File: src/rtl/povscan_ram.sv
// ----------------------------------------------------------------------------
// povscan_ram
// Generic single-write, single-read RAM with registered read data.
// ----------------------------------------------------------------------------
module povscan_ram #(
  parameter int WIDTH = 8,
  parameter int DEPTH = 256
) (
  input  logic                     clk_i,
  input  logic                     we_i,
  input  logic [$clog2(DEPTH)-1:0] waddr_i,
  input  logic [WIDTH-1:0]         wdata_i,
  input  logic                     re_i,
  input  logic [$clog2(DEPTH)-1:0] raddr_i,
  output logic [WIDTH-1:0]         rdata_o
);

  logic [WIDTH-1:0] mem_q [DEPTH];
  logic [WIDTH-1:0] rdata_q;

  always_ff @(posedge clk_i) begin
    if (we_i) begin
      mem_q[waddr_i] <= wdata_i;
    end
    if (re_i) begin
      rdata_q <= mem_q[raddr_i];
    end
  end

  assign rdata_o = rdata_q;

endmodule

File: config.mk
export PLATFORM = sky130hd
export DESIGN_NAME = povscan_ram
export DESIGN_NICKNAME = d
export VERILOG_FILES = /design/src/rtl/povscan_ram.sv
export SDC_FILE = /design/constraint.sdc
export NUM_CORES = 2
export LEC_CHECK = 0
export BUFFER_PORTS_ARGS = -buffer_cell sky130_fd_sc_hd__buf_4
export CAP_MARGIN = 40
export CELL_PAD_IN_SITES_DETAIL_PLACEMENT = 0
export CELL_PAD_IN_SITES_GLOBAL_PLACEMENT = 1
export CORE_ASPECT_RATIO = 0.8
export CORE_MARGIN = 3
export CORE_UTILIZATION = 55
export DETAILED_ROUTE_END_ITERATION = 12
export GPL_TIMING_DRIVEN = 1
export PLACE_DENSITY_LB_ADDON = 0.1
export SYNTH_ARGS = -nofsm -noshare
export SYNTH_HDL_FRONTEND = slang
export SYNTH_SLANG_ARGS = --single-unit
File: constraint.sdc
create_clock -name clk_i -period 3 [get_ports clk_i]
set_input_delay 0.3 -clock clk_i [delete_from_list [all_inputs] [get_ports clk_i]]
set_output_delay 0.3 -clock clk_i [all_outputs]
set_load 0.01 [all_outputs]
After elaboration in Yosys (flattened, before gate mapping)
Memories as Yosys holds them, arrays and structs flattened. A register that Yosys moved wholly into a read port is not among the register bits. Cells that the tools add are included. Widths: inputs -> output; s select.

Register bits: 0. Latch bits: 0. Memory bits (writable): 2048. Bits in read-only memories: 0. Bits of input ports: 27. Output and inout port bits: 8. Word-level logic and storage cells: 3. Memories: 1.

Memory list: mem_q (depth 256, width 8, rd ports 1, clocked after Yosys merged registers in 1, write ports 1, line 18) `logic [WIDTH-1:0] mem_q [DEPTH];`.

Add/sub/neg operators: 0. Multipliers: 0. Divide/modulo/power cells: 0. $lt $le $gt $ge: 0. Equal/unequal tests: 0. Shift-type cells: 0. Multiplexer cells: 2. Bitwise operators: 0. Reductions and logical operators: 0.

Operators by type and width (count): $mux 1 (2).

Depth between registers and ports, before layout
Depth in word-level cells: 2. Mapped depth: 11. Depth with buffers taken out: 6.

Least setup slack after synthesis
No wires, ideal clock.

Path type: in2reg. Start point: input port raddr_i[0]. End point: register rdata_q[2], in the netlist rdata_o[2] (read register of mem_q), data pin. Setup time: 0.269 ns. Data arrival time: 2.107 ns. Required time: 2.731 ns. Slack: 0.624 ns. Stages: 9. Buffers on the path: 4. Cell sequence: buf_6 > buf_12 > buf_8 > buf_2 > mux4_2 > a22oi_1 > a21oi_1 > nor4_1 > nor4_2.

RTL lines: from (decl) (line 14) `input logic [$clog2(DEPTH)-1:0] raddr_i,`; to (decl) (line 19) `logic [WIDTH-1:0] rdata_q;`.

==> qor.yml <==
setup_path:
  cp-start-kind: "flip-flop"
  worst_path_largest_cell_delay_ps: 690
  crit_path_max_fanout: 1
  worst_path_max_delay_cell: "nor4_1"
  crit_arrival_ps: 3510
  crit_top_cell: "mux4_2"
  crit_chain: "mux4_2 -> mux4_2 -> nor2b_1 -> nor4_1 -> buf_2 -> buf_4 -> nor4_2"
  reg2regPathDepth: 7
  critPathKind: "flip-flop to flip-flop"
  cp.required_ps: 3550
  critPathCaptureType: "flip-flop"
yosys:
  synthMuxAreaShare: 0.146
  ys_async_sr_fraction: 0
  ys_top_cells_by_count: "2056 x edfxtp_1, 454 x mux4_2, 282 x nor2_1, 134 x mux2i_1, 133 x a22oi_1"
  syn_inst: 3733
  synth_edf_count: 2056
  yosys.area_share.simple: 0.0263
  synth_area_um2: 79600
  synth.distinct_cells: 54
  synth_top_family_by_area: "multiplexers"
  ys_warn_count: 0
  synth_compound_area_frac: 0.0342
  synthFlopType: "edfxtp_1"
  synthAdderAreaFrac: 0
  synth_top_area_frac: 0.775
  postSynthAreaPerCell_um2: 21.3
  synth_xor_area_frac: 0
  synthTopCellsByArea: "edfxtp_1 78%, mux4_2 13%, mux2i_1 1.7%"
  ys_seq_area_frac: 0.775
  synth.most_common_cell: "edfxtp_1"
  synth_top_area_cell: "edfxtp_1"
  synth_fp_nets: 3760
  ys_ff_latch: 2056
sta:
  post-route-period-util: 0.984
  worst_pin_slew_ps: 913
  fin_ws_ps: 47.4
  rsz0062_at_grt: "false"
  setup_violations: 0
  hold_viol: 0
  finClkSkew_ps: 27.0
  slew_headroom: 0.391
  fmaxAchievable_mhz: 339
  drv_slew: 0
  period_needed_ps: 2950
grt:
  gr-total-overflow: 0
  grt_pass1_wl_mm: 302
  grt_start_max_net_pins: 122
  antenna_found_initial: 7
  grt_pass1_vias: 41688
  gr-usage-all-layers: 0.283
pwr:
  power_density_nw_per_um2: 630
  p_leak_nw: 29.6
  irDropWorstVdd_uv: 548
  finalPower_mw: 58.0
clocking:
  clk_path_buf_depth: 3
  path_clk_slew_ps: 60
  cts_sinks: 2056
  numCtsBuffers: 193
  cts-resized-gates: 0
  cts_tree: "yes"
  cts_root_buf: "clkbuf_16"
  clk_latency_ps: 810
  ctsHtreeMaxLevel: 4
  cts_setup_buffers: 0
floorplanning:
  core-area_um2: 143000
  die_w_um: 431
  ios: 35
  initial_utilization: 0.556
  num_rows: 124
  die_area_um2: 149000
  die_h_um: 346
drt:
  vias: 41338
  drtPass1Iterations: 5
  final_antenna_net_count: 0
  drc: 0
  avgRoutedWirePerCell_um: 32.8
  dr.first_iter.drc_count: 5433
  totalWireLength_mm: 208
  viasPerCell: 6.50
run:
  drv_cap: 0
placement:
  post-place-ws_ps: -485
  port_buffers: 34
  dp_hpwl_mm: 137
  gp_congestion: 0.852
min_path:
  min_path_type: "input port to flip-flop"
  min_delay_path_depth: 1
outcome:
  status: "completed"
cells_and_area:
  fillCellCount: 9619
  drive_gt1_frac: 0.301
  synthToLayoutAreaGrowth_pct: 15.6
  nets: 4350
## worst max-delay path: cells and delay by family, from the launching register on
family | cells | cell delay, ps
flip-flops | 1 | 360
buffers and inverters | 2 | 440
AND/OR/NAND/NOR | 3 | 870
multiplexers | 2 | 1030
## sequential cells by signal (all words and copies together) (netlist names)
signal   cells
mem_q     2048
rdata_o      8
## layout by cell type (no fill, tap or decap), drive strengths merged, types with 3 or more instances in the layout
cell            n
or2             4
a21oi          96
nand3          34
o221ai         47
diode           6
nor3           22
clkinvlp        5
nand2b          8
o32ai           5
mux2i         134
nand2          33
a211oi         16
a221oi         14
and2            6
o22a            5
a22o            8
o21ai          12
nor2          282
o211ai         10
bufinv          8
dlygate4sd3     3
edfxtp       2056
a2111oi         5
buf           617
a22oi         133
mux4          456
nor2b          31
o22ai          28
nor4           27
clkinv         76
clkbuf        255
nand4          10
## metal layers
metal	routed length, um	track usage	up-vias
li1	-	-	16886
met1	86500	0.436	21882
met2	94700	0.414	2279
met3	22600	0.0698	289
met4	4650	0.0690	2
met5	13	0	-
## report_power, final
part / switching [mW] / leakage [nW] / internal [mW]
Clock: 10.2 / 2.84 / 12.8
Sequential: 0.0405 / 18.5 / 31.7
Combinational: 2.00 / 8.29 / 1.25
Total: 12.2 / 29.6 / 45.8
## final cells by class
cell class              instances  area [um^2]  area share
clock inverters                89          629     0.00684
repair buffers                628         5620      0.0610
diodes                          6         15.0    0.000163
multi-input cells            1442        16500       0.179
inverters                       2         7.51   0.0000816
clock buffers                 247         5200      0.0565
well taps                    1890         2360      0.0257
flip-flops and latches       2056        61700       0.671
## through the flow
stage / instances / cell area (um^2) / TNS [ps] / hold WS, ps / util
finish: 6360 / 92100 / 0 / 45.2 / 0.642
global route: 6357 / 92000 / 0 / 48.2 / 0.642
CTS: 6354 / 92000 / 0 / 23.4 / 0.642
detailed placement: 6015 / 86200 / -2440 / 691 / 0.601
global placement: 6011 / 86200 / -3470 / 690 / 0.601
floorplan: 3733 / 79600 / 0 / 399 / -
## logic make-up after synthesis
logic type,count (synthesis)
compound gates,385
buf+inv,235
flops,2056
simple gates,466
mux,591
## path summary, 6_finish.rpt
path	from	endpoint	slack [ps]
max	mem_q[87][0]	rdata_o[0]	50
min	wdata_i[6]	mem_q[197][6]	50
max reg2reg	mem_q[87][0]	rdata_o[0]	50
min reg2reg	mem_q[227][2]	rdata_o[2]	1190
## repair_timing
| action | 4_1_cts | 5_1_grt |
|---|---|---|
| hold buffers | 3 | 0 |
| endpoints found under the hold margin | 67 | 0 |
| setup endpoints to repair | 0 | 0 |
No activity file was read; power rests on OpenSTA's default activity.
