[src/rtl/povscan_pkg.sv]
// ----------------------------------------------------------------------------
// povscan_pkg
// Shared types, sizes and codes of the POV column scan sequencer.
// ----------------------------------------------------------------------------
package povscan_pkg;

  // Frame store geometry
  localparam int MAX_COLUMNS = 128;
  localparam int MAX_BYTES   = 16;
  localparam int COL_W       = (MAX_COLUMNS > 1) ? $clog2(MAX_COLUMNS) : 1;
  localparam int BYTE_W      = (MAX_BYTES > 1) ? $clog2(MAX_BYTES) : 1;
  localparam int FADDR_W     = 1 + COL_W + BYTE_W;
  localparam int FDEPTH      = 2 ** FADDR_W;

  // Port widths
  localparam int KIND_W   = 3;
  localparam int RKIND_W  = 2;
  localparam int CIDX_W   = 3;
  localparam int CDATA_W  = 16;
  localparam int PERIOD_W = 16;

  // Arithmetic constants
  localparam logic [7:0]          BLANK_BYTE  = 8'hFF;
  localparam logic [PERIOD_W-1:0] DIM_OFFSET  = 16'd7;
  localparam logic [16:0]         RECIP3      = 17'h0AAAB;  // ceil(2^17 / 3)
  localparam int                  RECIP3_SHR  = 17;
  localparam logic [1:0]          SUB_FIRST   = 2'd2;
  localparam logic [7:0]          COL_BEFORE0 = 8'hFF;

  typedef enum logic [KIND_W-1:0] {
    KIND_WRITE   = 3'd0,
    KIND_TICK    = 3'd1,
    KIND_BYTE    = 3'd2,
    KIND_ENABLE  = 3'd3,
    KIND_DISABLE = 3'd4
  } kind_e;

  typedef enum logic [RKIND_W-1:0] {
    RES_ACK    = 2'd0,
    RES_COLUMN = 2'd1,
    RES_BYTE   = 2'd2
  } rkind_e;

  typedef enum logic [CIDX_W-1:0] {
    CFG_COLUMNS = 3'd0,
    CFG_BYTES   = 3'd1,
    CFG_THREE   = 3'd2,
    CFG_DIMMING = 3'd3,
    CFG_PERIOD  = 3'd4,
    CFG_SECOND  = 3'd5
  } cfg_e;

  // Result of one item, before the frame store data is merged in
  typedef struct packed {
    logic [RKIND_W-1:0]  kind;
    logic                latch;
    logic                start;
    logic                pvalid;
    logic [PERIOD_W-1:0] period;
    logic                sync;
    logic [7:0]          sbyte;
    logic                last;
    logic                use_ram;
  } res_t;

  // Frame store access from the control logic
  typedef struct packed {
    logic               we;
    logic [FADDR_W-1:0] waddr;
    logic [7:0]         wdata;
    logic               re;
    logic [FADDR_W-1:0] raddr;
  } fmem_t;

endpackage

[src/rtl/povscan_ctrl.sv]
// ----------------------------------------------------------------------------
// povscan_ctrl
// Configuration registers, scan counters and per-item decode.
// ----------------------------------------------------------------------------
module povscan_ctrl (
  input  logic                           clk_i,
  input  logic                           rst_ni,
  input  logic                           cfg_we_i,
  input  logic [povscan_pkg::CIDX_W-1:0] cfg_index_i,
  input  logic [povscan_pkg::CDATA_W-1:0] cfg_wdata_i,
  input  logic                           accept_i,
  input  logic [povscan_pkg::KIND_W-1:0] kind_i,
  input  logic                           plane_i,
  input  logic [6:0]                     column_addr_i,
  input  logic [3:0]                     byte_addr_i,
  input  logic [7:0]                     pixel_byte_i,
  output povscan_pkg::res_t              res_o,
  output povscan_pkg::fmem_t             fmem_o
);
  import povscan_pkg::*;

  // Configuration
  logic [7:0]          columns_q;
  logic [4:0]          bytes_q;
  logic                three_q;
  logic                dimming_q;
  logic [PERIOD_W-1:0] base_q;
  logic                second_q;

  // Scan state
  logic [7:0] col_q, col_d, col_n;
  logic [1:0] sub_q, sub_d;
  logic [3:0] bidx_q, bidx_d;
  logic       blank_q, blank_d;
  logic       en_q, en_d;

  logic [32:0]         prod3;
  logic [PERIOD_W-1:0] third;
  logic [PERIOD_W-1:0] half;
  logic [PERIOD_W-1:0] half_dim;
  logic [7:0]          rcol;
  logic [3:0]          rbyte;
  logic [4:0]          bnext;
  res_t                res;
  fmem_t               fm;

  always_ff @(posedge clk_i or negedge rst_ni) begin
    if (!rst_ni) begin
      columns_q <= 8'd128;
      bytes_q   <= 5'd6;
      three_q   <= 1'b0;
      dimming_q <= 1'b0;
      base_q    <= 16'hFFFF;
      second_q  <= 1'b0;
    end else if (cfg_we_i) begin
      case (cfg_index_i)
        CFG_COLUMNS: columns_q <= cfg_wdata_i[7:0];
        CFG_BYTES:   bytes_q   <= cfg_wdata_i[4:0];
        CFG_THREE:   three_q   <= cfg_wdata_i[0];
        CFG_DIMMING: dimming_q <= cfg_wdata_i[0];
        CFG_PERIOD:  base_q    <= cfg_wdata_i;
        CFG_SECOND:  second_q  <= cfg_wdata_i[0];
        default: ;
      endcase
    end
  end

  // Period candidates: base/3 by reciprocal, base/2 - 7 saturated at zero
  assign prod3    = 33'(base_q) * 33'(RECIP3);
  assign third    = prod3[RECIP3_SHR +: PERIOD_W];
  assign half     = base_q >> 1;
  assign half_dim = (half >= DIM_OFFSET) ? (half - DIM_OFFSET) : '0;

  always_comb begin
    col_d   = col_q;
    col_n   = col_q;
    sub_d   = sub_q;
    bidx_d  = bidx_q;
    blank_d = blank_q;
    en_d    = en_q;
    res     = '0;
    fm      = '0;
    rcol    = columns_q - col_q;
    rbyte   = bidx_q;
    bnext   = {1'b0, bidx_q} + 5'd1;

    if (32'(rcol) >= 32'(columns_q) || 32'(rcol) >= MAX_COLUMNS) begin
      rcol = '0;
    end
    if (32'(rbyte) >= MAX_BYTES) begin
      rbyte = '0;
    end

    case (kind_i)
      KIND_WRITE: begin
        if (32'(column_addr_i) < MAX_COLUMNS && 32'(byte_addr_i) < MAX_BYTES) begin
          fm.we = 1'b1;
        end
        fm.waddr = {plane_i, COL_W'(column_addr_i), BYTE_W'(byte_addr_i)};
        fm.wdata = pixel_byte_i;
      end
      KIND_TICK: begin
        res.kind  = RES_COLUMN;
        res.latch = 1'b1;
        if (dimming_q) begin
          blank_d = ~blank_q;
        end
        if (dimming_q && !blank_q) begin
          // entering the blank phase: resend, counters untouched
          res.start = 1'b1;
        end else begin
          bidx_d = '0;
          if (!three_q || sub_q == 2'd0) begin
            col_n = col_q + 8'd1;
            sub_d = SUB_FIRST;
          end else begin
            sub_d = sub_q - 2'd1;
          end
          if (col_n >= columns_q) begin
            col_n    = '0;
            sub_d    = SUB_FIRST;
            res.sync = 1'b1;
          end
          col_d = col_n;
          if (en_q) begin
            res.pvalid = 1'b1;
            res.start  = 1'b1;
            if (!dimming_q) begin
              res.period = base_q;
            end else if (three_q) begin
              res.period = third;
            end else begin
              res.period = half_dim;
            end
          end
        end
      end
      KIND_BYTE: begin
        res.kind = RES_BYTE;
        if (dimming_q && blank_q) begin
          res.sbyte = BLANK_BYTE;
        end else begin
          res.use_ram = 1'b1;
          fm.re       = 1'b1;
          fm.raddr    = {three_q & sub_q[0], COL_W'(rcol), BYTE_W'(rbyte)};
        end
        if (bnext >= bytes_q || bnext > 5'd15) begin
          bidx_d   = '0;
          res.last = 1'b1;
        end else begin
          bidx_d = bnext[3:0];
        end
      end
      KIND_ENABLE: begin
        col_d  = second_q ? ((columns_q >> 1) - 8'd1) : COL_BEFORE0;
        sub_d  = '0;
        bidx_d = '0;
        en_d   = 1'b1;
      end
      KIND_DISABLE: begin
        en_d = 1'b0;
      end
      default: ;
    endcase
  end

  always_ff @(posedge clk_i or negedge rst_ni) begin
    if (!rst_ni) begin
      col_q   <= '0;
      sub_q   <= '0;
      bidx_q  <= '0;
      blank_q <= 1'b0;
      en_q    <= 1'b0;
    end else if (accept_i) begin
      col_q   <= col_d;
      sub_q   <= sub_d;
      bidx_q  <= bidx_d;
      blank_q <= blank_d;
      en_q    <= en_d;
    end
  end

  assign res_o     = res;
  assign fmem_o.we    = fm.we & accept_i;
  assign fmem_o.waddr = fm.waddr;
  assign fmem_o.wdata = fm.wdata;
  assign fmem_o.re    = fm.re & accept_i;
  assign fmem_o.raddr = fm.raddr;

endmodule

[config.mk]
export PLATFORM = sky130hd
export DESIGN_NAME = povscan_ctrl
export DESIGN_NICKNAME = d
export VERILOG_FILES = /design/src/rtl/povscan_pkg.sv /design/src/rtl/povscan_ctrl.sv
export SDC_FILE = /design/constraint.sdc
export NUM_CORES = 1
export LEC_CHECK = 0
export BUFFER_PORTS_ARGS = -buffer_cell sky130_fd_sc_hd__buf_2
export CELL_PAD_IN_SITES_DETAIL_PLACEMENT = 0
export CELL_PAD_IN_SITES_GLOBAL_PLACEMENT = 1
export CORE_MARGIN = 4
export CORE_UTILIZATION = 40
export DETAILED_ROUTE_END_ITERATION = 16
export MAX_ROUTING_LAYER = met4
export PLACE_DENSITY = 0.76
export SYNTH_ARGS = -nofsm -noshare
export SYNTH_HDL_FRONTEND = slang
export SYNTH_SLANG_ARGS = --single-unit
[constraint.sdc]
create_clock -name clk_i -period 8.9 [get_ports clk_i]
set_input_delay 0.89 -clock clk_i [delete_from_list [all_inputs] [get_ports clk_i]]
set_output_delay 0.89 -clock clk_i [all_outputs]
set_load 0.02 [all_outputs]
# Word level (Yosys, flattened, before mapping)
# Index checks and enable logic that the tools add are counted.
[op_classes]
n_lt_le_gt_ge = 6
multipliers = 1
n_reduce_logical = 23
muxes = 32
bitwise = 4
add_sub_neg = 6
n_eq_ne = 10
[ops]
columns = ["operator", "count"]
rows = [
  ["$mux W8", 7],
  ["$mux W16", 3],
  ["$mux W18", 2],
  ["$mul A16 B16 Y32 const B", 1],
  ["$mux W13", 2],
  ["$mux W21", 1],
  ["$mux W20", 1],
  ["$ge A8 B8 Y1", 2],
  ["$pmux W8 S2", 1],
  ["$sub A15 B3 Y16 const B", 1],
  ["$ge A15 B3 Y1 const B", 1],
  ["$reduce_and A2 Y1", 7],
  ["$eq A3 B2 Y1 const B", 4],
  ["$pmux W4 S3", 1],
  ["$mux W10", 1],
  ["$eq A3 B3 Y1 const B", 3],
  ["$reduce_and A3 Y1", 3],
  ["$add A8 B1 Y8 const B", 1],
  ["$ge A8 B8 Y1 const B", 1],
  ["$mux W4", 2],
  ["$pmux W2 S2", 2],
  ["$sub A7 B1 Y8 const B", 1],
  ["$sub A8 B8 Y8", 1],
  ["$mux W7", 1],
  ["18 further kinds", 32],
]
[word_totals]
out_inout_bits = 66
inputBits = 46
elab_cells = 93
register_bits = 48

# Longest topological paths before layout
# Gate-level depths: netlist (run 1).
[logic_depth]
word_depth = 9
ltp_mapped = 20
ltp_nobuf = 19

# Least setup slack after synthesis (run 1)
# Ideal clock, no wire load.
[synth_path]
kind = "register to output"
from = "register base_q[3]"
to = "output port res_o[18] (netlist bit)"
t_arrival_ns = 5.961
path_buffers = 0
t_required_ns = 8.010
path_stages_with_launch = 20
path_slack_ns = 2.049
path_cell_list = "dfstp_2 > ha_1 > xor2_1 > ha_1 > inv_1 > fa_1 > inv_1 > fa_1 > fa_1 > inv_1 > fa_1 > inv_1 > ha_1 > nand4_1 > or2_2 > a21o_1 > o211ai_1 > nand4_1 > mux2i_1 > a2111oi_0"
[synth_rtl]
columns = ["item", "line", "source"]
rows = [
  ["from (decl)", "povscan_ctrl.sv:27", "logic [PERIOD_W-1:0] base_q;"],
  ["from (signal assigned)", "povscan_ctrl.sv:61", "CFG_PERIOD: base_q <= cfg_wdata_i;"],
  ["to (decl)", "povscan_ctrl.sv:17", "output povscan_pkg::res_t res_o,"],
]

==> results.json, run 1 <==
{
  "yosysWarnings": 0,
  "ys_seq_area_share_pct": 13.4,
  "worst_pin_slew_ns": 0.927,
  "floorplan.initialDensity_pct": 41.2,
  "status": "finished clean",
  "finalSetupTns_ns": 0,
  "crit_buf_inv": 4,
  "dr.pass1.iters": 5,
  "ff2ff_setup_slack_ns": 5.05,
  "skew_ns": 0.00828,
  "overflow": 0,
  "relSlewSlack_pct": 38.2,
  "clkSlewWorstSetupHoldPaths_ns": 0.07,
  "place_hpwl_um": 22300,
  "reg2reg_from": "three_q$_DFFE_PN0P_",
  "crit_path_start": "base_q[1]$_DFFE_PN1P_",
  "grt_usage_pct": 21.2,
  "drive_gt1_share_pct": 15.0,
  "via_per_inst": 5.24,
  "drv_slew": 0,
  "drc": 0,
  "fin_crit_ns": 7.35,
  "synth_cell_types": 74,
  "synthXorXnorAreaFrac_pct": 4.51,
  "nets": 1457,
  "synth_top_family_by_area": "adder cells",
  "worstReg2RegEnd": "col_q[5]$_DFFE_PN0P_",
  "cts_resized": 0,
  "syn2layout_area_growth_pct": 10.3,
  "cts_tree": "yes",
  "holdBufCountCts": 0,
  "vias": 7627,
  "clk_latency_ns": 0.29,
  "num_rows": 54,
  "die_x_um": 159,
  "drt_wl_total_um": 26200,
  "critPathArrivalTime_ns": 6.46,
  "antenna_found_initial": 1,
  "report.final.hold_viol_count": 0,
  "portBuffers": 111,
  "startpoint_type": "flip-flop",
  "crit_cells": 19,
  "max_clock_freq_ghz": 0.136,
  "avgSynthCellArea_um2": 8.41,
  "cp-end-kind": "output pin",
  "postCtsSetupBuffers": 0,
  "crit_end": "res_o[18]",
  "dpl_cell_area_um2": 9910,
  "cpPeakStageDelay_ns": 0.69,
  "synthCells": 1085,
  "yosys.area_share.adder_pct": 39.1,
  "final_area_um2": 10100,
  "ys_ff_latch": 48,
  "ant_nets": 0,
  "drtIter0Drc": 540,
  "synth-simple-area-share_pct": 14.0,
  "synth_compound_area_share_pct": 15.9,
  "ios": 112,
  "htree_levels": 2,
  "grt_pass1_vias": 7896,
  "cp_common_cell": "fa_1",
  "period_share_pct": 82.6,
  "synth_nets": 1370,
  "async_flop_share_pct": 100,
  "syn_area_um2": 9120,
  "cts_sinks": 48,
  "crit_type": "flip-flop to output pin",
  "synth-main-ff-cell": "dfrtp_1",
  "cts_root_buffer": "clkbuf_16",
  "worst_path_max_delay_cell": "dfstp_2",
  "path_max_fanout": 11,
  "crit_family": "adder cells",
  "path_cells": "ha_1 > xor2_1 > ha_1 > a21oi_1 > fa_1 > inv_1 > fa_1 > fa_1 > inv_1 > fa_1 > inv_1 > ha_1 > nand4_1 > or3_1 > o211ai_1 > nand4_1 > mux2i_1 > a2111oi_0 > buf_2",
  "avgRoutedWirePerCell_um": 18.0,
  "dieArea_um2": 25300,
  "die_h_um": 159,
  "cts_buffers": 5,
  "synth_edf_count": 0,
  "routabilityCongestion": 1.03,
  "r2r_cells": 11,
  "worstPathRequired_ns": 8.01,
  "core_region_area_um2": 22200,
  "grt_pass1_wl_um": 42300,
  "finalSetupViolCount": 0,
  "mostFrequentLayoutCell": "inv_1",
  "grt_max_degree": 49,
  "clockBufferDepth": 2,
  "synth_mux_area_share_pct": 2.04,
  "rsz0062_at_grt": "false",
  "maxCapViolCount": 0,
  "final_cell_mix": "inv_1, ha_1, buf_2",
  "min_path_type": "flip-flop to flip-flop"
}
-- state kept, by name, indices dropped and copies added, names as in the netlist --
signal / count
sub_q: 2
blank_q: 1
three_q: 1
bidx_q: 4
en_q: 1
col_q: 8
second_q: 1
dimming_q: 1
columns_q: 8
base_q: 16
bytes_q: 5
-- cells in the mapped netlist, types with 11 or more instances --
library cell	n	area share [%]
xor2_1	20	1.9
nand4_1	11	0.75
mux2_2	12	1.5
dfrtp_1	29	8.0
nand2_1	79	3.3
nand3_1	20	1.1
o21ai_0	55	3.0
fa_1	77	17
dfstp_2	19	5.5
o211ai_1	12	0.99
ha_1	162	22
nor2_1	46	1.9
and2_1	30	2.1
inv_1	217	8.9
nor3_1	12	0.66
xnor2_1	27	2.6
clkbuf_1	25	1.0
a21oi_1	63	3.5
-- kinds of logic after synthesis --
group,Yosys count
AND/OR/NAND/NOR,251
buffers and inverters,255
adder cells (fa/ha/maj),239
AO/OA/AOI/OAI,228
flip-flops,48
XOR/XNOR,47
multiplexers,17
-- worst reg2reg max path, cell delays in order (launching register included) --
cell	delay (ns)
dfrtp_1	0.73
nand2b_1	0.45
nand4_1	0.31
nor2_1	0.28
nand3_1	0.12
xnor2_1	0.17
ha_1	0.20
or4_1	0.51
a221oi_1	0.26
o21ai_1	0.24
o41ai_1	0.32
a22o_1	0.19
-- metrics by stage --
stage | hold WS, ns | setup slack (ns) | util [%] | instances
after floorplan | 0.478 | 2.05 | - | 1085
after global placement | 0.494 | 1.91 | 44.7 | 1445
after detailed placement | 0.501 | 1.90 | 44.7 | 1445
after CTS | 0.512 | 1.55 | 45.4 | 1453
after global routing | 0.522 | 1.32 | 45.4 | 1454
final | 0.507 | 1.55 | 45.4 | 1455
-- layer usage --
| metal | vias to the layer above | part of all wire (%) | track usage [%] |
|---|---|---|---|
| met5 | - | 0 | - |
| met4 | 0 | 1.7 | 3.94 |
| met1 | 3579 | 47 | 29.2 |
| li1 | 3799 | - | - |
| met3 | 22 | 5.8 | 2.51 |
| met2 | 227 | 46 | 34.1 |
-- final cells by class --
class	count	area, um^2
fill	2205	12100
clock buffer	6	139
tap	280	350
timing repair buffer	117	601
multi-input combinational	782	6910
clock inverter	2	13.8
inverter	218	818
antenna	2	5.00
sequential	48	1220
-- worst min path at each step --
stage,startpoint,endpoint,slack [ns],cells past startpoint
global route,bytes_q[2]$_DFFE_PN1P_,bytes_q[2]$_DFFE_PN1P_,0.52,2
detailed placement,bytes_q[2]$_DFFE_PN1P_,bytes_q[2]$_DFFE_PN1P_,0.50,2
floorplan,col_q[6]$_DFFE_PN0P_,col_q[6]$_DFFE_PN0P_,0.48,2
global placement,bytes_q[2]$_DFFE_PN1P_,bytes_q[2]$_DFFE_PN1P_,0.49,2
finish,bytes_q[2]$_DFFE_PN1P_,bytes_q[2]$_DFFE_PN1P_,0.51,2
CTS,bytes_q[2]$_DFFE_PN1P_,bytes_q[2]$_DFFE_PN1P_,0.51,2
Power of run 1 is not shown: default switching activity piles up to over one toggle a cycle in this logic, so the estimate is an artifact.
==> inputs of run 2 (changes only) <==
--- a/config.mk
+++ b/config.mk
@@ -12,7 +12,7 @@
 export CORE_UTILIZATION = 40
 export DETAILED_ROUTE_END_ITERATION = 16
 export MAX_ROUTING_LAYER = met4
-export PLACE_DENSITY = 0.76
+export PLACE_DENSITY = 0.79
 export SYNTH_ARGS = -nofsm -noshare
 export SYNTH_HDL_FRONTEND = slang
 export SYNTH_SLANG_ARGS = --single-unit
==> constraint.sdc (replaced) <==
create_clock -name clk_i -period 6.15 [get_ports clk_i]
set_input_delay 0.615 -clock clk_i [delete_from_list [all_inputs] [get_ports clk_i]]
set_output_delay 0.615 -clock clk_i [all_outputs]
set_load 0.02 [all_outputs]
==> run 2 against run 1 <==
The flow now finishes with violations (setup timing). Cell count grew 6.7%. Non-clock buffer count grew 97. Critical path depth grew 3. Flip-flop and latch count is the same. First-iteration DRC count shrank 7.4%. Largest cell class unchanged.
==> results.json, run 2 (synthesized netlist as in run 1, its figures left out) <==
{
  "skew_ns": 0.00591,
  "status": "complete, but fails checks",
  "nets": 1554,
  "max_clock_freq_ghz": 0.162,
  "setup_ws_ns": -0.0176,
  "htree_levels": 2,
  "via_per_inst": 5.30,
  "num_rows": 54,
  "antenna_found_initial": 2,
  "final_cell_count_no_fill": 1552,
  "overflow": 0,
  "whs_ns": 0.421,
  "final_cell_mix": "inv_1, ha_1, buf_4",
  "fin_crit_ns": 6.17,
  "n_fill_cell": 2069,
  "die_x_um": 159,
  "rsz0062_at_grt": "true",
  "multi_input_area_um2": 7520,
  "path_max_fanout": 5,
  "reg.largest.list": "base_q: 16 flops, col_q: 8 flops, columns_q: 8 flops",
  "cts_root_buffer": "clkbuf_16",
  "drtIter0Drc": 500,
  "grt_pass1_wl_um": 44800,
  "portBuffers": 111,
  "min_path_type": "primary input to async pin",
  "die_h_um": 159,
  "grt_usage_pct": 22.4,
  "largest_register": "base_q",
  "relSlewSlack_pct": 41.4,
  "clkSlewWorstSetupHoldPaths_ns": 0.07,
  "dieArea_um2": 25300,
  "r2r_cells": 11,
  "cts_buffers": 5,
  "maxCapViolCount": 0,
  "clk_latency_ns": 0.29,
  "floorplan.initialDensity_pct": 41.2,
  "startpoint_type": "flip-flop",
  "violations": "setup timing",
  "core_region_area_um2": 22200,
  "largest_reg_flops": 16,
  "drv_slew": 0,
  "finalSetupTns_ns": -0.0426,
  "crit_type": "flip-flop to output pin",
  "ios": 112,
  "worst_pin_slew_ns": 0.879,
  "grt_pass1_vias": 8446,
  "worstPathRequired_ns": 5.53,
  "worstReg2RegEnd": "col_q[5]$_DFFE_PN0P_",
  "routabilityCongestion": 0.972,
  "syn2layout_area_growth_pct": 26.0,
  "reg2reg_from": "three_q$_DFFE_PN0P_",
  "avgRoutedWirePerCell_um": 18.0,
  "holdBufCountCts": 0,
  "finalSetupViolCount": 4,
  "grt_max_degree": 49,
  "placed_cells": 1508,
  "dr.pass1.iters": 6,
  "ff2ff_setup_slack_ns": 2.39,
  "regArea_um2": 1220,
  "critPathArrivalTime_ns": 5.55,
  "vias": 8229,
  "cts_tree": "yes",
  "ant_nets": 0,
  "clockBufferDepth": 2,
  "cp-end-kind": "output pin",
  "drc": 0,
  "drive_gt1_share_pct": 28.6,
  "drt_wl_total_um": 27900,
  "report.final.hold_viol_count": 0,
  "period_share_pct": 100,
  "cts_sinks": 48,
  "place_hpwl_um": 22500,
  "mostFrequentLayoutCell": "inv_1"
}
run 2: cell count changes in the layout (fill, tap and decap cells not counted), moves of 4 or more:
cell     change
buf_4       +96
ha_1        -34
ha_4        +30
inv_1       -16
inv_2       +16
a21oi_1     -11
buf_2       -11
buf_6       +11
a21oi_2      +9
nand2_1      -5
ha_2         +4
run 2: worst max path at each step:
stage	slack, ns	startpoint	cells after the start	endpoint
final	-0.02	base_q[3]$_DFFE_PN1P_	22	res_o[17]
after global routing	-0.28	base_q[3]$_DFFE_PN1P_	20	res_o[18]
after CTS	-0.01	base_q[3]$_DFFE_PN1P_	20	res_o[18]
after detailed placement	-0.02	base_q[3]$_DFFE_PN1P_	21	res_o[17]
after global placement	0.04	base_q[2]$_DFFE_PN1P_	20	res_o[24]
after floorplan	0.08	base_q[3]$_DFFE_PN1P_	19	res_o[19]
run 2: critical path: stages, from the launching register on:
cell and delay (ns):
dfstp_2 0.61, ha_4 0.23, xor2_2 0.15, ha_1 0.28
inv_1 0.05, fa_1 0.50, inv_1 0.05, fa_1 0.45
fa_1 0.50, inv_1 0.05, fa_1 0.49, inv_2 0.05
ha_4 0.30, buf_4 0.13, nand2_1 0.08, o21ai_1 0.18
nor2_1 0.06, o211ai_1 0.24, and3_1 0.24, o21ai_1 0.11
a21oi_2 0.23, buf_4 0.13, buf_2 0.15
run 2: repair_timing:
item,4_1_cts,5_1_grt
hold endpoints to repair,0,0
resized for setup,75,54
setup endpoints to repair,14,15
buffers inserted,26,9
pin swaps,59,24
run 2: per-stage QoR:
| stage | cell area [um^2] | utilization [%] | setup WS [ns] |
|---|---|---|---|
| 2_1_floorplan | 9130 | - | 0.0761 |
| 3_3_place_gp | 10400 | 46.9 | 0.0392 |
| 3_5_place_dp | 10400 | 46.9 | -0.0212 |
| 4_1_cts | 11200 | 50.5 | -0.0147 |
| 5_1_grt | 11500 | 51.9 | -0.278 |
| 6_report | 11500 | 51.9 | -0.0176 |
run 2: cell type report:
class                           instances  share of cell area [%]
Multi-Input combinational cell        782                    65.4
Timing Repair Buffer                  214                    12.3
Sequential cell                        48                    10.7
Inverter                              218                    7.12
Tap cell                              280                    3.05
Clock buffer                            5                    1.09
Clock inverter                          3                   0.370
Antenna cell                            2                  0.0435
run 2: routing by layer:
layer | track usage [%] | up-vias | part of all wire (%)
met5 | - | - | 0
met1 | 30.3 | 3922 | 46
met2 | 36.4 | 264 | 46
met3 | 2.49 | 48 | 5.3
li1 | - | 3995 | -
met4 | 5.21 | 0 | 2.4
Power of run 2 is left out for the same reason.
